$ cat src/sv/hlc_pkg.sv
// hlc_pkg: shared types and constants for the homogeneous line clipper
// no dependencies; imported by every module of the block
`timescale 1ns / 1ps

package hlc_pkg;

  // six clip planes: +x, -x, +y, -y, +z, -z
  localparam int PLANES = 6;
  // four homogeneous coordinates per endpoint
  localparam int COORDS = 4;
  // width of the coordinate fields on the ports
  localparam int PORT_BITS = 32;
  // index of w among the coordinates
  localparam int W_IDX = 3;

  // per segment plane classification, carried alongside the divider
  typedef struct packed {
    logic [PLANES-1:0] code_a;
    logic [PLANES-1:0] code_b;
    logic [PLANES-1:0] leave;
    logic [PLANES-1:0] enter;
  } hlc_ctl_t;

  typedef logic [COORDS-1:0][PORT_BITS-1:0] hlc_point_t;

endpackage

$ cat src/sv/hlc_setup.sv
// hlc_setup: boundary values, outcodes and divider operands, one register stage
// depends on hlc_pkg
`timescale 1ns / 1ps

module hlc_setup
  import hlc_pkg::*;
#(
  parameter int CB = 32,
  parameter int DW = 35
) (
  input  logic                             clk,
  input  logic                             rst,
  input  logic                             en,
  input  logic                             in_valid,
  input  hlc_point_t                       raw_a,
  input  hlc_point_t                       raw_b,
  output logic                             out_valid,
  output logic [COORDS-1:0][CB-1:0]        pa,
  output logic [COORDS-1:0][CB-1:0]        pb,
  output hlc_ctl_t                         ctl,
  output logic [PLANES-1:0][CB:0]          num,
  output logic [PLANES-1:0][DW-1:0]        den
);

  logic signed [CB-1:0] ca [COORDS];
  logic signed [CB-1:0] cb [COORDS];
  logic signed [CB:0]   ba [PLANES];
  logic signed [CB:0]   bb [PLANES];
  hlc_ctl_t             ctl_c;
  logic [PLANES-1:0][CB:0]   num_c;
  logic [PLANES-1:0][DW-1:0] den_c;

  // take the low bits of each field as a signed coordinate
  always_comb begin
    for (int c = 0; c < COORDS; c++) begin
      ca[c] = signed'(CB'(raw_a[c]));
      cb[c] = signed'(CB'(raw_b[c]));
    end
  end

  // boundary values w+x, w-x, ... and plane classification
  always_comb begin
    ctl_c = '0;
    for (int i = 0; i < 3; i++) begin
      ba[2*i]   = (CB+1)'(ca[W_IDX]) + (CB+1)'(ca[i]);
      ba[2*i+1] = (CB+1)'(ca[W_IDX]) - (CB+1)'(ca[i]);
      bb[2*i]   = (CB+1)'(cb[W_IDX]) + (CB+1)'(cb[i]);
      bb[2*i+1] = (CB+1)'(cb[W_IDX]) - (CB+1)'(cb[i]);
    end
    for (int p = 0; p < PLANES; p++) begin
      ctl_c.code_a[p] = (ba[p] <= 0);
      ctl_c.code_b[p] = (bb[p] <= 0);
      num_c[p] = '0;
      den_c[p] = '0;
      if (bb[p] < 0) begin
        // segment leaves through this plane
        ctl_c.leave[p] = 1'b1;
        num_c[p] = unsigned'(ba[p]);
        den_c[p] = unsigned'(DW'(ba[p]) - DW'(bb[p]));
      end else if (ba[p] < 0) begin
        // segment enters through this plane
        ctl_c.enter[p] = 1'b1;
        num_c[p] = unsigned'(-ba[p]);
        den_c[p] = unsigned'(DW'(bb[p]) - DW'(ba[p]));
      end
    end
  end

  always_ff @(posedge clk) begin
    if (rst) begin
      out_valid <= 1'b0;
    end else if (en) begin
      out_valid <= in_valid;
    end
  end

  always_ff @(posedge clk) begin
    if (en) begin
      for (int c = 0; c < COORDS; c++) begin
        pa[c] <= ca[c];
        pb[c] <= cb[c];
      end
      ctl <= ctl_c;
      num <= num_c;
      den <= den_c;
    end
  end

endmodule

$ cat config.mk
export PLATFORM = sky130hd
export DESIGN_NAME = hlc_setup
export DESIGN_NICKNAME = d
export VERILOG_FILES = /design/src/sv/hlc_pkg.sv /design/src/sv/hlc_setup.sv
export SDC_FILE = /design/constraint.sdc
export NUM_CORES = 2
export LEC_CHECK = 0
export BUFFER_PORTS_ARGS = -buffer_cell sky130_fd_sc_hd__buf_2
export CORE_MARGIN = 2
export CORE_UTILIZATION = 35
export CTS_CLUSTER_SIZE = 12
export DETAILED_ROUTE_END_ITERATION = 8
export PLACE_DENSITY = 0.63
export SYNTH_ARGS = -nofsm -noshare
export SYNTH_HDL_FRONTEND = slang
export SYNTH_SLANG_ARGS = --single-unit
$ cat constraint.sdc
create_clock -name clk -period 11 [get_ports clk]
set_input_delay 0.55 -clock clk [delete_from_list [all_inputs] [get_ports clk]]
set_output_delay 0.55 -clock clk [all_outputs]
set_load 0.01 [all_outputs]
==> results.cfg <==
[power_and_ir_drop]
p_total_w = 0.0154
power.density_mw_per_mm2 = 195
power_leakage_nw = 34.7
p_sw_w = 0.00723
combPwrFrac_pct = 57.6
ir_drop_uv = 143
p_sw_share_pct = 47.0
internal_power_w = 0.00815
p_clk_share_pct = 17.6
pwr-share-seq_pct = 24.7

[die]
rows = 163
die_w_microns = 448
die_y_microns = 448
coreArea_sq_mm = 0.197
pin_count = 949
dieArea_sq_mm = 0.201
start_util_pct = 35.1

[yosys]
synth_compound_area_share_pct = 28.8
synth-xor-area-share_pct = 4.11
synth.net_count = 9227
synth_ff_type = edfxtp_1
synth_top_family_by_area = compound AO/OA/AOI/OAI gates
synth-async-reset-ratio_pct = 0
synth.avg_cell_area_sq_um = 8.45
synth-simple-area-share_pct = 14.9
synth_edf_count = 682
synth_warnings = 0
synth_area_sq_mm = 0.0690
synth_fa_ha_area_share_pct = 15.0
netlist_instances = 8169
ys_ff_latch = 683
synth_cell_type_count = 103
yosysSeqAreaShare_pct = 29.7
muxShareOfSynthArea_pct = 0.533

[sta]
rsz0062_at_grt = no
finalClockSkew_ns = 0
layout_setup_ws_ns = 4.01
finalSetupViolations = 0
max_slew_margin_pct = 14.2
period_needed_ns = 6.99
hold_viol = 0
fin_setup_tns_ns = 0
drv_slew = 0
timing.final.crit_share_pct = 63.6
fmax_ghz = 0.143
tightest_slew_ns = 1.28

[global_routing]
overflow = 0
grt_max_degree = 157
antenna_found_initial = 47
grt_pass1_vias = 64000
grt_pass1_wl_microns = 453000
track_usage_pct = 30.8

[drt]
avgViaCountPerCell = 5.99
wirelength_microns = 325000
first_pass_iters = 9
vias = 69600
wl_per_cell_microns = 28.0
antenna_left = 0
drc_errors = 0
drtIter0Drc = 7081

[clock_network]
ctsResizeCount = 0
cts.path.max_buffers = 3
cts_tree = done
cts_max_level = 3
clk_latency_ns = 0.75
clkSinkCount = 683
clockRootBuffer = clkbuf_16
clk_pin_slew_ns = 0.07
numCtsBuffers = 82

[finish]
ff_latch_area_sq_mm = 0.0205
final_cell_mix = 947 x buf_2, 880 x a21oi_1, 825 x inv_1
multi_input_area_sq_mm = 0.0438
area_growth_pct = 14.4
fillers = 19900
fin_nets = 9948
drive_gt1_share_pct = 14.4
layout_commonest_cell = buf_2
stdcell_count = 11600

[critical_path]
rrSetupSlack_ns = 9.86
cp_max_fo = 62
reg2regPathDepth = 3
crit_path_end_kind = register
worstPathArrival_ns = 7.48
worstPathRequired_ns = 11.48
crit_end = den[138]
r2r-end = out_valid
path_class = primary input to register
cp-start-kind = primary input
r2r_start = out_valid
startpoint = raw_b[96]

[placed_design]
io_buffers = 948
dp_cells = 11400
hpwl_microns = 262000
routabilityCongestion = 1.01
place_ws_ns = 3.55

[outcome]
outcome = complete, no violations

[run]
maxCapViolCount = 0

[min_path]
hold_class = primary input to register
-- worst min-delay path by stage --
stage	startpoint	to	slack, ns	cells past startpoint
floorplan	out_valid	out_valid	0.53	2
global placement	out_valid	out_valid	0.47	2
detailed placement	out_valid	out_valid	0.48	2
CTS	raw_b[42]	pb[42]	0.0007	1
global route	raw_b[42]	pb[42]	0.02	1
finish	raw_b[42]	pb[42]	0.05	1
-- sequential cells by signal (all words and copies together) (netlist names) --
name       flops
ctl           24
den          204
num          198
out_valid      1
pa           128
pb           128
-- per-layer routing --
layer  up-vias  wire length [microns]  track usage [%]  share of wire [%]
met3       720                  25200             5.88                7.7
met1     33700                 129000             38.1                 40
met2      3286                 142000             47.6                 44
met4        26                  28500             23.0                8.8
li1      31800                      -                -                  -
met5         -                    163                0              0.050
-- synth_stat cells (21+ instances only) --
library cell | n | area (sq um)
a2111oi_0 | 42 | 368
a211o_1 | 28 | 245
a211oi_1 | 124 | 931
a21o_1 | 327 | 2450
a21oi_1 | 880 | 4400
a221o_1 | 21 | 210
a221oi_1 | 123 | 1080
a22oi_1 | 44 | 330
a311oi_1 | 26 | 228
a31oi_1 | 97 | 607
and2_1 | 42 | 263
and3_1 | 75 | 469
buf_1 | 44 | 165
clkbuf_1 | 332 | 1250
edfxtp_1 | 682 | 20500
fa_1 | 24 | 480
ha_1 | 774 | 9680
inv_1 | 827 | 3100
mux2i_1 | 30 | 300
nand2_1 | 377 | 1420
nand2b_1 | 113 | 707
nand3_1 | 171 | 856
nand4_1 | 79 | 494
nor2_1 | 579 | 2170
nor2b_1 | 117 | 732
nor3_1 | 228 | 1140
nor4_1 | 81 | 507
o211ai_1 | 61 | 458
o21a_1 | 80 | 601
o21ai_0 | 388 | 1940
o21bai_1 | 126 | 946
o22a_1 | 80 | 701
o22ai_1 | 196 | 1230
o31a_1 | 25 | 219
o31ai_1 | 54 | 405
or2_2 | 41 | 257
or3_1 | 60 | 375
or4_1 | 24 | 180
xnor2_1 | 260 | 2280
xor2_1 | 60 | 526
-- cells by family (layout without fill, tap and decap cells) --
group / after synthesis / in the layout
simple gates: 2067 / 2067
other cells: 0 / 20
flops: 683 / 683
mux: 36 / 36
xor+xnor: 322 / 322
buf+inv: 1253 / 2031
compound gates: 2990 / 2990
fa+ha+maj: 818 / 818
-- power groups by stage --
| stage | registers (W) | logic (W) | clock network, W |
|---|---|---|---|
| 2_1_floorplan | 0.00403 | 0.00541 | 0 |
| 3_3_place_gp | 0.00386 | 0.00861 | 0 |
| 3_5_place_dp | 0.00386 | 0.00863 | 0 |
| 4_1_cts | 0.00381 | 0.00869 | 0.00277 |
| 5_1_grt | 0.00384 | 0.00956 | 0.00286 |
| 6_report | 0.00380 | 0.00886 | 0.00271 |
-- metrics by stage --
step           area, sq um  utilization, %  hold slack [ns]
6_report             79000            40.2           0.0536
5_1_grt              78900            40.1           0.0154
4_1_cts              78900            40.1         0.000717
3_5_place_dp         76300            38.8            0.483
3_3_place_gp         76300            38.8            0.469
2_1_floorplan        69000               -            0.528
-- worst max-delay path, stage by stage --
cell       delay (ns)
buf_2            0.20
inv_1            0.29
ha_1             0.23
inv_1            0.06
fa_1             0.42
a211oi_1         0.27
o21ai_0          0.14
a31oi_1          0.37
o221ai_1         0.33
a2111oi_0        0.91
o21ai_1          0.29
o22ai_1          0.32
o221a_2          0.25
buf_4            0.62
inv_2            0.03
buf_4            0.35
nand2_1          0.16
buf_4            0.41
inv_2            0.45
a22oi_1          0.29
nor2_1           0.05
or3_1            0.37
-- timing repair --
item / CTS / global route
endpoints found under the hold margin: 6 / 0
setup buffers: 0 / 0
hold buffers: 7 / 0
-- cell type report --
class	instances	area share, %
sequential	683	26.0
inverter	851	4.05
clock inverter	49	0.635
antenna	20	0.0634
clock buffer	92	2.65
tap	2640	4.18
multi-input combinational	6233	55.5
timing repair buffer	1039	6.97
Power figures use the tool's default switching activity.
